==> src/sv/hsv_color_adjust_macros.svh <==
// Assertion macros shared by the HSV color adjust block.
// Needs nothing else; included by the files that hold assertions.
`ifndef HSV_COLOR_ADJUST_MACROS_SVH
`define HSV_COLOR_ADJUST_MACROS_SVH

// Same-cycle implication, disabled while reset is asserted.
`define HSVC_ASSERT_NOW(lbl, clk, rst_n, ante, cons, msg) \
  lbl: assert property (@(posedge clk) disable iff (!rst_n) (ante) |-> (cons)) \
    else $error(msg);

// Next-cycle implication, disabled while reset is asserted.
`define HSVC_ASSERT_NEXT(lbl, clk, rst_n, ante, cons, msg) \
  lbl: assert property (@(posedge clk) disable iff (!rst_n) (ante) |=> (cons)) \
    else $error(msg);

`endif

==> src/sv/hsvc_pkg.sv <==
// Shared types, constants and tables of the HSV color adjust block.
// Depends on nothing; used by every module of the block but hsvc_div.
package hsvc_pkg;

  localparam int CH_W   = 8;
  localparam int FRAC   = 4;
  localparam int MAXC   = (1 << CH_W) - 1;
  localparam int DEG60  = 60 << FRAC;
  localparam int TURN   = 6 * DEG60;
  localparam int FULL   = 100 << FRAC;

  localparam int V_W    = 11;   // value and saturation, 0..FULL
  localparam int H_W    = 13;   // hue, 0..TURN
  localparam int K_W    = 10;   // shift from sector center, 0..DEG60
  localparam int ROT_W  = 14;
  localparam int OFS_W  = 12;
  localparam int CFG_W  = 14;

  // Forward dividers: saturation and hue offset.
  localparam int SNUM_W = 20;
  localparam int SDEN_W = CH_W + 1;
  localparam int SQ_W   = 11;

  // Back conversion, rounded division by FULL^2 * DEG60 = 600000 << 3F.
  // The low 3F bits are dropped first, then the division by 600000 is a
  // multiplication by ceil(2^48 / 600000), exact for a 28-bit dividend.
  localparam int CNUM_W = 40;
  localparam int CDEN_W = 32;
  localparam logic [CDEN_W-1:0] CDEN = 32'd2457600000;
  localparam logic [CNUM_W-1:0] CHALF = 40'd1228800000;
  localparam int CSHIFT  = 3 * FRAC;
  localparam int CREC_W  = 29;
  localparam int CREC_SH = 48;
  localparam logic [CREC_W-1:0] CREC = 29'd469124962;
  localparam int CH_STAGES = 4;

  localparam logic [1:0] CFG_HUE_ROT = 2'd0;
  localparam logic [1:0] CFG_SAT_OFF = 2'd1;
  localparam logic [1:0] CFG_VAL_OFF = 2'd2;

  typedef enum logic [1:0] {SEC_RED, SEC_GREEN, SEC_BLUE} sector_t;

  typedef struct packed {
    sector_t sector;
    logic    plus;
    logic    gray;
    logic    black;
  } hue_info_t;

  typedef struct packed {
    logic [V_W-1:0] v;
    hue_info_t      info;
  } side_t;

  typedef logic [V_W-1:0] vlut_t [1 << CH_W];

  // Rounded value of each channel maximum, full scale FULL.
  function automatic vlut_t build_vlut();
    vlut_t t;
    for (int i = 0; i < (1 << CH_W); i++) begin
      t[i] = V_W'((2 * FULL * i + MAXC) / (2 * MAXC));
    end
    return t;
  endfunction

  localparam vlut_t V_LUT = build_vlut();

endpackage

==> src/sv/hsvc_adj.sv <==
// Adjustment stages: hue assembly, rotation and wrap, saturation and value
// offsets, then sector decode into one shift per channel. Depends on hsvc_pkg.
module hsvc_adj (
  input  logic                              clk,
  input  logic [hsvc_pkg::SQ_W-1:0]         en_dly,
  input  logic [2:0]                        en,
  input  hsvc_pkg::side_t                   side_in,
  input  logic [hsvc_pkg::SQ_W-1:0]         s_quo,
  input  logic [hsvc_pkg::SQ_W-1:0]         off_quo,
  input  logic signed [hsvc_pkg::ROT_W-1:0] hue_rot,
  input  logic signed [hsvc_pkg::OFS_W-1:0] sat_off,
  input  logic signed [hsvc_pkg::OFS_W-1:0] val_off,
  output logic [hsvc_pkg::V_W-1:0]          s_out,
  output logic [hsvc_pkg::V_W-1:0]          v_out,
  output logic [hsvc_pkg::K_W-1:0]          k_red,
  output logic [hsvc_pkg::K_W-1:0]          k_green,
  output logic [hsvc_pkg::K_W-1:0]          k_blue
);

  localparam int HS_W = hsvc_pkg::H_W + 2;
  localparam int AS_W = hsvc_pkg::V_W + 2;
  localparam int DS_W = hsvc_pkg::H_W + 1;
  localparam logic [hsvc_pkg::K_W-1:0] KMAX = hsvc_pkg::K_W'(hsvc_pkg::DEG60);

  // Side data rides along with the divider stages.
  hsvc_pkg::side_t side_r [hsvc_pkg::SQ_W];
  for (genvar j = 0; j < hsvc_pkg::SQ_W; j++) begin : g_dly
    always_ff @(posedge clk) begin
      if (en_dly[j]) begin
        if (j == 0) side_r[j] <= side_in;
        else side_r[j] <= side_r[(j == 0) ? 0 : j - 1];
      end
    end
  end

  hsvc_pkg::side_t side;
  assign side = side_r[hsvc_pkg::SQ_W-1];

  logic [hsvc_pkg::H_W-1:0] base;
  logic [hsvc_pkg::V_W-1:0] s0;
  logic signed [HS_W-1:0] h1_nxt, h1_r;
  logic signed [AS_W-1:0] st, vt;
  logic [hsvc_pkg::V_W-1:0] s1_nxt, s1_r, v1_nxt, v1_r;
  logic [hsvc_pkg::H_W-1:0] off;

  always_comb begin
    off = hsvc_pkg::H_W'(off_quo);
    base = '0;
    if (!side.info.gray) begin
      unique case (side.info.sector)
        hsvc_pkg::SEC_RED: begin
          if (side.info.plus || off == '0) base = off;
          else base = hsvc_pkg::H_W'(hsvc_pkg::TURN) - off;
        end
        hsvc_pkg::SEC_GREEN: begin
          base = side.info.plus ? hsvc_pkg::H_W'(2 * hsvc_pkg::DEG60) + off
                                : hsvc_pkg::H_W'(2 * hsvc_pkg::DEG60) - off;
        end
        hsvc_pkg::SEC_BLUE: begin
          base = side.info.plus ? hsvc_pkg::H_W'(4 * hsvc_pkg::DEG60) + off
                                : hsvc_pkg::H_W'(4 * hsvc_pkg::DEG60) - off;
        end
        default: base = '0;
      endcase
    end
    h1_nxt = $signed({2'b00, base}) + HS_W'(hue_rot);

    s0 = side.info.black ? '0 : s_quo;
    st = $signed({2'b00, s0}) + AS_W'(sat_off);
    if (s0 == '0) s1_nxt = '0;
    else if (st < 0) s1_nxt = '0;
    else if (st > AS_W'(hsvc_pkg::FULL)) s1_nxt = hsvc_pkg::V_W'(hsvc_pkg::FULL);
    else s1_nxt = st[hsvc_pkg::V_W-1:0];

    vt = $signed({2'b00, side.v}) + AS_W'(val_off);
    if (vt < 0) v1_nxt = '0;
    else if (vt > AS_W'(hsvc_pkg::FULL)) v1_nxt = hsvc_pkg::V_W'(hsvc_pkg::FULL);
    else v1_nxt = vt[hsvc_pkg::V_W-1:0];
  end

  always_ff @(posedge clk) begin
    if (en[0]) begin
      h1_r <= h1_nxt;
      s1_r <= s1_nxt;
      v1_r <= v1_nxt;
    end
  end

  // Wrap into 0..TURN; TURN itself stays and counts as red.
  logic signed [HS_W-1:0] hw;
  logic [hsvc_pkg::H_W-1:0] h2_r;
  logic [hsvc_pkg::V_W-1:0] s2_r, v2_r;

  always_comb begin
    if (h1_r > HS_W'(2 * hsvc_pkg::TURN)) hw = h1_r - HS_W'(2 * hsvc_pkg::TURN);
    else if (h1_r > HS_W'(hsvc_pkg::TURN)) hw = h1_r - HS_W'(hsvc_pkg::TURN);
    else if (h1_r < -HS_W'(hsvc_pkg::TURN)) hw = h1_r + HS_W'(2 * hsvc_pkg::TURN);
    else if (h1_r < 0) hw = h1_r + HS_W'(hsvc_pkg::TURN);
    else hw = h1_r;
  end

  always_ff @(posedge clk) begin
    if (en[1]) begin
      h2_r <= hw[hsvc_pkg::H_W-1:0];
      s2_r <= s1_r;
      v2_r <= v1_r;
    end
  end

  logic signed [DS_W-1:0] d, dabs, hs;
  logic [hsvc_pkg::K_W-1:0] kr_nxt, kg_nxt, kb_nxt, kd;

  always_comb begin
    hs = $signed({1'b0, h2_r});
    if (h2_r >= hsvc_pkg::H_W'(hsvc_pkg::DEG60) && h2_r < hsvc_pkg::H_W'(3 * hsvc_pkg::DEG60))
      d = hs - DS_W'(2 * hsvc_pkg::DEG60);
    else if (h2_r >= hsvc_pkg::H_W'(3 * hsvc_pkg::DEG60)
             && h2_r < hsvc_pkg::H_W'(5 * hsvc_pkg::DEG60))
      d = hs - DS_W'(4 * hsvc_pkg::DEG60);
    else if (h2_r < hsvc_pkg::H_W'(2 * hsvc_pkg::DEG60))
      d = hs;
    else
      d = hs - DS_W'(hsvc_pkg::TURN);
    dabs = (d < 0) ? -d : d;
    kd = dabs[hsvc_pkg::K_W-1:0];
    if (h2_r >= hsvc_pkg::H_W'(hsvc_pkg::DEG60) && h2_r < hsvc_pkg::H_W'(3 * hsvc_pkg::DEG60))
    begin
      kg_nxt = KMAX;
      kr_nxt = (d < 0) ? kd : '0;
      kb_nxt = (d < 0) ? '0 : kd;
    end else if (h2_r >= hsvc_pkg::H_W'(3 * hsvc_pkg::DEG60)
                 && h2_r < hsvc_pkg::H_W'(5 * hsvc_pkg::DEG60)) begin
      kb_nxt = KMAX;
      kg_nxt = (d < 0) ? kd : '0;
      kr_nxt = (d < 0) ? '0 : kd;
    end else begin
      kr_nxt = KMAX;
      kb_nxt = (d < 0) ? kd : '0;
      kg_nxt = (d < 0) ? '0 : kd;
    end
  end

  always_ff @(posedge clk) begin
    if (en[2]) begin
      k_red   <= kr_nxt;
      k_green <= kg_nxt;
      k_blue  <= kb_nxt;
      s_out   <= s2_r;
      v_out   <= v2_r;
    end
  end

endmodule

==> config.mk <==
export PLATFORM = sky130hd
export DESIGN_NAME = hsvc_adj
export DESIGN_NICKNAME = d
export VERILOG_FILES = /design/src/sv/hsv_color_adjust_macros.svh /design/src/sv/hsvc_pkg.sv /design/src/sv/hsvc_adj.sv
export SDC_FILE = /design/constraint.sdc
export NUM_CORES = 1
export LEC_CHECK = 0
export ABC_AREA = 1
export BUFFER_PORTS_ARGS = -buffer_cell sky130_fd_sc_hd__buf_2
export CAP_MARGIN = 20
export CORE_MARGIN = 2
export CORE_UTILIZATION = 30
export CTS_CLUSTER_DIAMETER = 120
export DETAILED_ROUTE_END_ITERATION = 10
export PLACE_DENSITY_LB_ADDON = 0.25
export SLEW_MARGIN = 20
export SYNTH_ARGS = -nofsm -noshare
export SYNTH_HDL_FRONTEND = slang
export SYNTH_SLANG_ARGS = --single-unit
export TNS_END_PERCENT = 100
==> constraint.sdc <==
create_clock -name clk -period 5.26 [get_ports clk]
set_input_delay 0.789 -clock clk [delete_from_list [all_inputs] [get_ports clk]]
set_output_delay 0.789 -clock clk [all_outputs]
set_load 0.01 [all_outputs]
==> results summary, run 1 <==
The root cell of the clock tree is clkbuf_16. The first global-routing pass estimated 40400 µm of wire. The clock tree from TritonCTS is done. The total congestion overflow after global routing came out at 0. The count of cell types in the netlist is 48.

The layout cell share with drive strength beyond 1 is 0.181. For this design, the slowest cell found on the critical path is edfxtp_1. The critical path contains buffers and inverters numbering 2 combined. The final-report hold violation count is 0. The maximum operating frequency is 266 MHz. STA classifies the critical path startpoint as a flop. The flow ran to the end, and the final reports show no timing, DRC or antenna violations. The post-layout net count is 1458. The top cell types in the final layout, fill and taps aside, are edfxtp_1, nand2_1, buf_2, inv_1, nor2_1.

The clock-pin slew reported for the worst setup and hold paths after clock tree synthesis is 0.06 ns. The clock arrives with 0.0177 ns of skew. The layout filler cell count is 4449. In this run the horizontal extent of the chip is 217 µm. In the final routed layout, each cell accounts on average for 12.8 µm. The share of synthesized registers carrying an async set or reset is 0. VDD sags by at most 0.387 mV. The fraction of the core area covered by cells at the end of the flow is 0.355. The final layout contains routed wiring with a total length of 24700 µm. The largest net degree at the start of global routing is 53. The floorplan step defined a die boundary enclosing 47300 µm².

The share of synthesized area in the top cell type comes to 0.659. By area the synthesized netlist is led by edfxtp_1, ha_1, nand2_1, inv_1, nor2_1. The transition time at the pin with the least slew margin came out at 0.857 ns. The tightest slew margin relative to the limit is 0.429. The min-delay analysis places its worst path in the category flop to flop. The clock net sink count is 300. The buffer count from post-CTS setup fixing came out at 0. The cell leakage power came out at 6.53 nW.

The cell area after synthesis is 13700 µm². 143 I/O pins were placed. The required time at the endpoint of the critical path came out at 5.58 ns. The number of cells produced by synthesis came out at 1143. Of the total power, the share spent switching nets is 0.264.

Grouping stages by cell kind, the critical path spends the most delay in compound AO/OA/AOI/OAI gates. The clock network fraction of total power came out at 0.337. The number of vias after detailed routing is 8441.

Setup violations remaining at the end of the flow were counted as 0. The count of final max-slew check failures came out at 0. Setup repair after global routing left no endpoint under its margin. The time the final worst path needs with I/O delays and setup came out at 3.76 ns. The worst-case clock buffer depth is 3.

The count of hold-fix buffers inserted at cts is 0. The synthesis warning total came out at 0. Summing internal, switching and leakage power gives 0.00624 W. STA classifies the critical path endpoint as a flop.

The violation count after the first detailed-route iteration came out at 372. The maximum level of the CTS H-tree is 1. For the final routed database, the setup TNS stands at 0 ns. The reported net switching power is 0.00165 W. The share of total power dissipated in sequential elements is 0.486. Summed over all instances, the cell type with the most area after synthesis is edfxtp_1.

The mean cell area of the mapped netlist is 12.0 µm². The critical path data arrival time is 4.08 ns. The via count of the first global-routing pass is 8258. The height of the chip is 217 µm. The max-cap check violation count is 0. The total number of placement rows came out at 78. The fraction of the cycle the final worst path needs is 0.715.

At the later pin of the worst-skew pair, clock insertion delay measures 0.56 ns. At the end of routability-driven placement, the weighted congestion stood at 0.887. The share of total power dissipated in combinational logic is 0.177. The share of the Yosys chip area taken by registers is 0.659.

Synthesis inferred 300 register bits. The remaining antenna violation count after routing came out at 0. The number of antenna violations at the first check in global routing is 4. The prevailing post-synth register cell is edfxtp_1. The number of enable-type register cells in the synthesized netlist is 300. The number of clock buffers added by TritonCTS is 31.

The sum of net half-perimeters after detailed placement came out at 19000 µm. The maximum fanout along the worst path came out at 18. The most frequent standard cell in the layout excluding fill and tap cells is edfxtp_1. Walking the worst path, the cells encountered are clkinv_1, o21ai_0, o21ai_0, nor2_1, nor2_1, ha_1, nand2_1, inv_1, nand3_1, o221ai_1, a21boi_0, o21ai_0, nand2_1, nand2_1, nor2_1.

The number of gates resized after cts is 0. The net count of the mapped netlist came out at 1298. The initial core utilization is 0.303. For this run, the total global-route usage over all layers was measured as 0.105. The area inside the core boundary came out at 45200 µm².

The number of vias per cell came out at 4.39. The critical path in this run is classified as flop to flop. The power per cell area is 390 nW/µm². During placement, the flow inserted port buffers numbering 142. The internal power consumption is 0.00459 W. The pre-antenna-repair detailed-routing pass consisted of 5 iterations. The largest stage delay on the critical path is 0.71 ns. The DRC violation count after routing came out at 0. The area growth from synthesis to layout is 17.2%.
## per-layer routing
metal  GRT usage  wire (µm)
met1       0.121      10400
met2       0.192      12500
met3      0.0245       1280
met4      0.0288        513
met5           0         41
## cell usage after synthesis (2+ instances only)
library cell / count
a21boi_0: 2
a21oi_1: 58
a31oi_1: 4
buf_2: 5
buf_6: 5
clkbuf_1: 6
edfxtp_1: 300
fa_1: 3
ha_1: 61
inv_1: 130
inv_2: 5
nand2_1: 177
nand2_2: 11
nand2_4: 4
nand3_1: 57
nand3_2: 11
nand3b_1: 2
nand4_1: 12
nor2_1: 122
nor2_2: 5
nor3_1: 12
nor3_2: 2
nor4_1: 2
o211ai_1: 6
o21a_1: 2
o21ai_0: 44
o21ai_1: 3
o21bai_1: 3
o221ai_1: 5
o22ai_1: 17
o31ai_1: 2
or2_2: 5
xnor2_1: 15
xor2_1: 31
## worst paths after layout
path | from | end | slack (ns) | cells past startpoint
max | side_r[10][2] | h1_r[14] | 1.50 | 15
min | side_r[9][15] | side_r[10][15] | 0.41 | 0
max reg2reg | side_r[10][2] | h1_r[14] | 1.50 | 15
min reg2reg | side_r[9][15] | side_r[10][15] | 0.41 | 0
## area by class of cell
cell class	count	area (µm²)	area share
clock buffers	32	779	0.0486
well taps	600	751	0.0468
repair buffers	144	726	0.0453
multi-input cells	689	4040	0.252
clock inverters	21	208	0.0130
inverters	137	517	0.0322
flip-flops and latches	300	9010	0.562
diodes	1	2.50	0.000156
## sequential cells by signal, summed over array words and instances, names as in the netlist, 11 cells and up
| signal | cells |
|---|---|
| side_r | 176 |
| h1_r | 15 |
| h2_r | 13 |
| s1_r | 11 |
| s2_r | 11 |
| s_out | 11 |
| v1_r | 11 |
| v2_r | 11 |
| v_out | 11 |
## power groups by stage
stage | registers [W] | clock network (W) | logic, W
2_1_floorplan | 0.00310 | 0 | 0.000760
3_3_place_gp | 0.00309 | 0 | 0.00110
3_5_place_dp | 0.00309 | 0 | 0.00111
4_1_cts | 0.00304 | 0.00219 | 0.00112
5_1_grt | 0.00306 | 0.00228 | 0.00126
6_report | 0.00304 | 0.00210 | 0.00110
## through the flow
step           hold WS [ns]  worst slack (ns)  instance area (µm²)  instances
3_3_place_gp          0.401              1.04                15000       1870
4_1_cts               0.371              1.48                16000       1923
5_1_grt               0.366              1.09                16000       1924
6_report              0.406              1.50                16000       1924
3_5_place_dp          0.405              1.04                15000       1870
2_1_floorplan         0.400              1.61                13700       1143
## logic make-up after synthesis
| logic type | after synthesis | synth area share |
|---|---|---|
| AOI/OAI and AO/OA | 155 | 0.0663 |
| xor gates and xnor gates | 47 | 0.0307 |
| adders and majority gates | 64 | 0.0602 |
| buffers and inverters | 154 | 0.0459 |
| DFF | 300 | 0.659 |
| muxes | 1 | 0.000732 |
| and+or+nand+nor | 422 | 0.137 |
No activity file was read; power rests on OpenSTA's default activity.
==> run 2, diff against run 1 <==
- clock period: 5.26 -> 3.7 ns (I/O delays scaled with it)
==> run 2 against run 1 <==
Clock-buffer cell count grew 5; setup slack lost 1.1 ns; register-to-register slack lost 1.1 ns; sequential power grew 42%; global-route usage is essentially flat; power grew 40%; via count grew 0.72%; clock skew shrank 0.0024 ns; design area grew 0.71%; sequential cell count is the same; first-iteration DRC count grew 11%.
==> results summary, run 2 (same netlist as run 1, synthesis figures left out) <==
Before CTS, the worst setup slack after placement is 0.0256 ns. The clock tree skew after final layout is 0.0153 ns. The worst setup path is launched from a flop. For this run, design rule violations remaining after detail routing come to 0. The root cell of the clock tree is clkbuf_16. The largest stage delay on the critical path is 0.45 ns.

The average detailed-routed wire length per instance is 12.5 µm. The via count of the first global-routing pass is 8375. The layout cell share with drive strength beyond 1 came out at 0.191.

The layout-stage area growth over the synthesis result is 18.1%. The depth of the most critical reg-to-reg path came out at 18. The placer congestion estimate is 0.847. The number of buffers added on ports came out at 142. Counting flops per register, the top entry is side_r. The TritonCTS buffer count is 31. The library cell used most frequently in the layout, excluding fill and tap cells, is edfxtp_1. The final-report hold violation count came to 0. The path with the worst hold slack has its endpoint at side_r[0][10].

The share of total power dissipated in sequential elements is 0.493. For this run, the total global-route usage over all layers was measured as 0.105. The power per cell area came out at 542 nW/µm². In this run the most used layer during global routing was met2. The initialized floorplan defines 78 standard-cell rows. The required time at the endpoint of the critical path is 4.02 ns.

The startpoint identified for the worst hold timing path is side_in[10]. The worst hold path stage count came out at 1. The clock network fraction of total power is 0.325.

CTS built an H-tree with a depth of 1. For the finished layout, the period the worst path requires is 3.29 ns. The critical path goes through inv_1, nor2_1, nor2_1, inv_1, o211ai_1, inv_1, a31oi_1, nor2_1, inv_1, fa_1, inv_1, a31oi_1, o221ai_1, a21boi_0, o21ai_0, nand2_1, nand2_1, nor2_1. The cell family contributing the most delay on the critical path is compound AO/OA/AOI/OAI gates. The largest registers in the layout are side_r x176, h1_r x15, h2_r x13.

The post-layout net count came out at 1478. Pin placement for this block handled 143 I/O pins. The met3 usage came out at 0.0245. The number of endpoints failing setup at the final stage came out at 0.

Setup repair after global routing left no endpoint under its margin. The global routing met1 resource utilization came out at 0.122. The combinational cell fraction of total power is 0.182. The most numerous cell type found on the critical path is inv_1.

Cell internal power was estimated by the tool at 0.00637 W. The placement-stage cell area came out at 15200 µm². The total congestion overflow after global routing came out at 0. The later-pin clock latency in the skew report is 0.57 ns. The post-route worst setup slack is 0.410 ns.

Summed over all nets, the half-perimeter wirelength after detailed placement is 18800 µm. The worst-case clock buffer depth is 3. The transition time at the pin with the least slew margin came out at 0.854 ns. For this design, the CTS-stage hold fixing added 0 buffers.

The die covers 47300 µm². The violation count after the first detailed-route iteration is 412. For this block, the via count after detailed routing is 8502. The worst min-delay path class is primary input to flop. The fraction of the cycle the final worst path needs is 0.889. The number of antenna violations at the first check in global routing came to 5. The clock net in this run drives a total of 300 sinks.

In this run the critical register-to-register path is launched from side_r[10][4]. The maximum operating frequency came out at 304 MHz. The global-route wire length before repair is 40700 µm. The switching portion of total power came out at 0.271. The height of the chip came out at 217 µm. For this design, the slowest cell found on the critical path is edfxtp_1. The cell leakage power came out at 6.60 nW. The clock-pin slew reported for the worst setup and hold paths after clock tree synthesis came out at 0.06 ns. The horizontal die dimension is 217 µm.

The maximum fanout along the worst path came out at 4. Data on the critical path arrives at its endpoint at 3.61 ns. Hold timing on the final database bottoms out at a slack of 0.168 ns. In the final timing run, aggregate negative setup slack is 0 ns. STA classifies the critical path endpoint as a flop. The number of flip-flops in the largest register is 176. The max-cap check violation count is 0. The library cells used most frequently in the layout, excluding fill and tap cells, are edfxtp_1, nand2_1, buf_2, inv_1, nor2_1. The reported net switching power came out at 0.00237 W. The clock tree from TritonCTS is done.

IR analysis of the VDD net gives a maximum drop of 0.400 mV. The worst setup path is of the flop to flop kind. Counting both buffers and inverters, the worst setup path holds a total of 5. The detailed-route wire length came out at 24400 µm. The floorplan step defined a core boundary enclosing 45200 µm². For met2 alone, demand over resource in global routing was 0.188.

The remaining antenna violation count after routing came out at 0. The first detailed-routing pass ran for 5 iterations. The run finished with clean final reports.

Headroom to the max-slew limit came out at 0.431. In this run the register-to-register setup slack is 0.41 ns. The worst register-to-register path ends at h1_r[14].

The initial core utilization is 0.303. The largest net degree at the start of global routing is 38. The count of final max-slew check failures is 0.

The number of vias per cell is 4.37. The cell area after layout is 16100 µm².
run 2: final cells by class:
class	instances	area (µm²)
antenna	1	2.50
clock buffer	37	798
clock inverter	19	150
fill	4429	29000
inverter	137	517
multi-input combinational	689	4040
sequential	300	9010
tap	600	751
timing repair buffer	164	876
run 2: worst register-to-register path: cells and delay by family (launching register included):
| family | cells | cell delay [ns] |
|---|---|---|
| flops | 1 | 0.45 |
| fa+ha+maj | 1 | 0.40 |
| compound gates | 6 | 0.96 |
| simple gates | 6 | 0.80 |
| buf+inv | 5 | 0.45 |
run 2: power groups by stage:
stage / combinational (W) / sequential [W] / clock [W]
final: 0.00159 / 0.00431 / 0.00284
after global routing: 0.00182 / 0.00435 / 0.00311
after global placement: 0.00159 / 0.00438 / 0
after CTS: 0.00160 / 0.00432 / 0.00297
after detailed placement: 0.00160 / 0.00439 / 0
after floorplan: 0.00108 / 0.00441 / 0
run 2: stage by stage:
step / util / std cells / total power (W)
after floorplan: - / 1143 / 0.00549
after global placement: 0.336 / 1890 / 0.00597
after detailed placement: 0.336 / 1890 / 0.00599
after CTS: 0.357 / 1946 / 0.00889
after global routing: 0.357 / 1947 / 0.00927
final: 0.357 / 1947 / 0.00874
run 2: routing by layer:
layer,part of all wire,wire length [µm]
met1,0.41,10000
met2,0.51,12300
met3,0.052,1260
met4,0.028,687
met5,0.0021,52
run 2: timing repair:
action,in CTS,in global routing
endpoints found under the hold margin,0,0
buffers inserted,0,0
gates resized for setup,0,1
setup endpoints to repair,0,2
run 2: worst max-delay path by stage:
stage / cells past startpoint / start / slack [ns] / to
after floorplan: 21 / off_quo[1] / 0.28 / h1_r[14]
after CTS: 18 / side_r[10][3] / 0.25 / h1_r[14]
after global routing: 18 / side_r[10][4] / 0.01 / h1_r[14]
final: 18 / side_r[10][4] / 0.41 / h1_r[14]
after global placement: 21 / off_quo[0] / 0.09 / h1_r[14]
after detailed placement: 21 / off_quo[0] / 0.03 / h1_r[14]
==> run 3, diff against run 2 <==
- ABC_AREA: 1 -> not set
==> run 3 against run 2 <==
First-iteration DRC count up 26%; maximum frequency decreased by 5.3%; power increased by 3.8%; largest power group unchanged.
==> results summary, run 3 <==
The run finished with clean final reports. Of the total synthesized cell area, the portion taken by full adders, half adders and majority gates is 0.0615. The placer congestion estimate came out at 0.849. In this run the worst path has a maximum fanout of 3. The critical path data arrival time is 3.74 ns.

The detailed-route wire length is 25400 µm. The mux cell area share after synthesis came out at 0.00542. Setup repair after global routing left no endpoint under its margin. The count of final max-slew check failures came out at 0. In this run the deepest clock path goes through 3 buffers. The violation count after the first detailed-route iteration is 519. The number of antenna violations at the first check in global routing came out at 5.

Synthesis produced a netlist whose cell count is 973. The flip-flop and latch count after synthesis came out at 300. Of all cell types, the one taking the most synthesized area is edfxtp_1. The required time at the endpoint of the critical path is 3.96 ns. Ranked by total cell area, the synthesized netlist is headed by edfxtp_1, ha_1, a21oi_1, o21ai_0, nor2_1.

The iteration count of the initial detailed-routing pass is 5. The antenna diode count came out at 0. The largest net degree at the start of global routing is 38. The switching portion of total power is 0.255.

The fraction of synthesized cell area taken by the top area cell type came out at 0.673. After synthesis, the netlist uses 73 different library cells. The power per cell area came out at 557 nW/µm².

In this run the worst setup path terminates at h1_r[13]. The horizontal die dimension came out at 215 µm. The register with the most flip-flops in the layout has 176 of them. Of the total synthesized cell area, the portion taken by XOR and XNOR cells is 0.0280. At the end of the flow the core is filled with cells to 0.369. STA classifies the critical path startpoint as a primary input.

The TritonCTS buffer count came out at 35. The largest stage delay on the critical path came out at 0.40 ns. The global-route wire length before repair came out at 42000 µm. Subtracting the final worst setup slack from the clock period gives 3.47 ns. The layout filler cell count came out at 4277. The complex-gate fraction of the synthesized area is 0.119. The remaining antenna violation count after routing is 0.

The net count of the mapped netlist is 1128. In the final routed layout, each cell accounts on average for 14.2 µm. The transition time at the pin with the least slew margin came out at 0.934 ns.

The fraction of power consumed by sequential logic came out at 0.473. Among the stages of the critical path, the cell type that occurs most often is a21oi_2. The average instance in the mapped netlist occupies 13.8 µm².

The startpoint identified for the worst register-to-register timing path is h2_r[7]. The critical path starts at off_quo[3]. The number of buffers added on ports is 142. By area, the combinational part of the netlist is dominated by compound AO/OA/AOI/OAI gates. The DRC violation count after routing came out at 0. The clock tree from TritonCTS is done. The area fraction in and, or, nand and nor cells after synthesis is 0.0913. From bottom edge to top edge, the die measures 215 µm. The layout-stage area growth over the synthesis result is 21.7%. The max-cap check violation count is 0.

The H-tree was split into 2 levels. Of the total power, combinational logic draws 0.166. The synthesized design contains 300 enable-type register cells.

The synthesis warning total is 0. In the layout the commonest cells are edfxtp_1, buf_2, nor2_1, ha_1, nand2_1. After layout, the worst setup slack is 0.228 ns. The sequential cell area fraction in the yosys report is 0.673.

In this run the power spent charging and discharging nets is 0.00232 W. The min-delay analysis places its worst path in the category primary input to flop. Once placement completed, the tool counted placed cells totaling 1731. The largest registers in the layout are side_r x176, h1_r x15, h2_r x13. The worst pin sits at a relative slew slack of 0.377. In this run the critical register-to-register path is captured at k_green[4].

The post-layout net count came out at 1331. The routed layout has 8240 vias. The via count of the first global-routing pass came out at 8302.

The overall die area is 46300 µm². The maximum VDD drop is 0.346 mV. Summed over all nets, the half-perimeter wirelength after detailed placement is 18800 µm. By count the netlist is led by edfxtp_1, nor2_1, a21oi_1, ha_1, nand2_1. The critical path class is primary input to flop. The clock tree skew after final layout is 0.0197 ns. The maximum operating frequency came out at 288 MHz. STA classifies the critical path endpoint as a flop. The root cell of the clock tree is clkbuf_16. The most used flip-flop cell after synthesis is edfxtp_1. For this design the top-level I/O count stands at 143. The fraction of the cycle the final worst path needs came out at 0.938. In the final layout, the share of cells above drive strength 1 is 0.234. Walking the worst path, the cells encountered are buf_2, or3_4, nor3b_4, and2_4, and4_1, a21oi_2, o211ai_1, inv_1, ha_1, a21o_1, a21oi_2, o21ai_2, a2111oi_4, o31ai_1, a21o_1, a21oi_2, xnor2_1.

The number of endpoints failing setup at the final stage came out at 0. The buffer count from post-CTS setup fixing came out at 0. The total congestion overflow after global routing came out at 0.

Once layout is complete, the cells apart from fillers number 1791. The library cell used most frequently in the layout, excluding fill and tap cells, is edfxtp_1. The clock network fraction of total power came out at 0.361.

The later-pin clock latency in the skew report is 0.52 ns. Counting every sink on the clock net gives 300. The number of vias per cell came out at 4.60. The cell leakage power is 6.18 nW. The register containing the most flip-flops in the final layout is side_r. After clock tree synthesis, the clock-pin slew on the worst setup and hold paths is 0.06 ns. The initial core utilization is 0.303.

The total number of placement rows is 77. The most common cell in the netlist is edfxtp_1. The setup slack of the worst register-to-register path is 0.33 ns. The cell area after synthesis came out at 13400 µm². The total routing resource utilization after global routing is 0.111. Internal power comes to 0.00676 W. The depth of the most critical reg-to-reg path came out at 9.

After floorplanning, the core was sized to cover 44100 µm². The slowest cell on the critical path is or3_4. The share of synthesized registers carrying an async set or reset is 0. The worst slack at placement came out at -0.346 ns. The final-report hold violation count is 0.
## run 3: cell types whose count changed after synthesis, sizes merged, moves of 11 or more
cell / delta
inv: -92
nand3: -54
a21o: +11
nand2: -133
clkbuf: +19
nor2b: +21
xnor2: +13
xor2: -18
nor2: -58
o22ai: -14
## run 3: how the worst min path moves through the flow
stage	endpoint	startpoint	slack, ns	depth (start not counted)
3_5_place_dp	side_r[10][13]	side_r[9][13]	0.40	0
5_1_grt	side_r[0][11]	side_in[11]	0.18	1
3_3_place_gp	s_out[2]	s2_r[2]	0.40	0
4_1_cts	side_r[0][15]	side_in[15]	0.18	1
2_1_floorplan	s2_r[0]	s1_r[0]	0.40	0
6_report	side_r[0][14]	side_in[14]	0.21	1
## run 3: cell families after synthesis
logic type,after synthesis
mux,7
fa+ha+maj,64
simple gates,244
buf+inv,74
xor+xnor,42
flops,300
compound gates,242
## run 3: through the flow
step	hold WS [ns]	total power, W	TNS [ns]	area (µm²)
after global routing	0.178	0.00956	0	16300
final	0.215	0.00908	0	16300
after detailed placement	0.405	0.00587	-1.83	15200
after CTS	0.177	0.00921	0	16300
after global placement	0.401	0.00585	-1.33	15200
after floorplan	0.400	0.00531	-0.130	13400
## run 3: critical path: cells and delay by family
family	cells	cell delay [ns]
adder cells (fa/ha/maj)	1	0.28
AO/OA/AOI/OAI	9	1.63
AND/OR/NAND/NOR	4	1.01
XOR/XNOR	1	0.07
buffers and inverters	2	0.19
## run 3: layer usage
layer / wire (µm) / vias up / share of wire / track usage
met5: 69 / - / 0.0027 / 0
met4: 650 / 10 / 0.026 / 0.0398
met3: 1790 / 56 / 0.070 / 0.0340
met2: 12500 / 220 / 0.49 / 0.193
met1: 10400 / 3835 / 0.41 / 0.128
li1: - / 4119 / - / -
## run 3: layout make-up
class                      count  area (µm²)  share of cell area
inverter                      44         165              0.0101
multi-input combinational    599        4150               0.254
clock inverter                21         204              0.0125
tap                          592         741              0.0455
sequential                   300        9010               0.553
timing repair buffer         196        1120              0.0685
clock buffer                  39         912              0.0560
## run 3: what timing repair did
action / in CTS / in global routing
hold buffers: 0 / 0
resized for setup: 0 / 1
endpoints found under the setup margin: 0 / 2
## run 3: power by group through the flow
stage | registers [W] | logic [W] | clock network, W
2_1_floorplan | 0.00435 | 0.000959 | 0
3_3_place_gp | 0.00436 | 0.00149 | 0
3_5_place_dp | 0.00436 | 0.00150 | 0
4_1_cts | 0.00429 | 0.00151 | 0.00341
5_1_grt | 0.00433 | 0.00168 | 0.00355
6_report | 0.00429 | 0.00151 | 0.00328
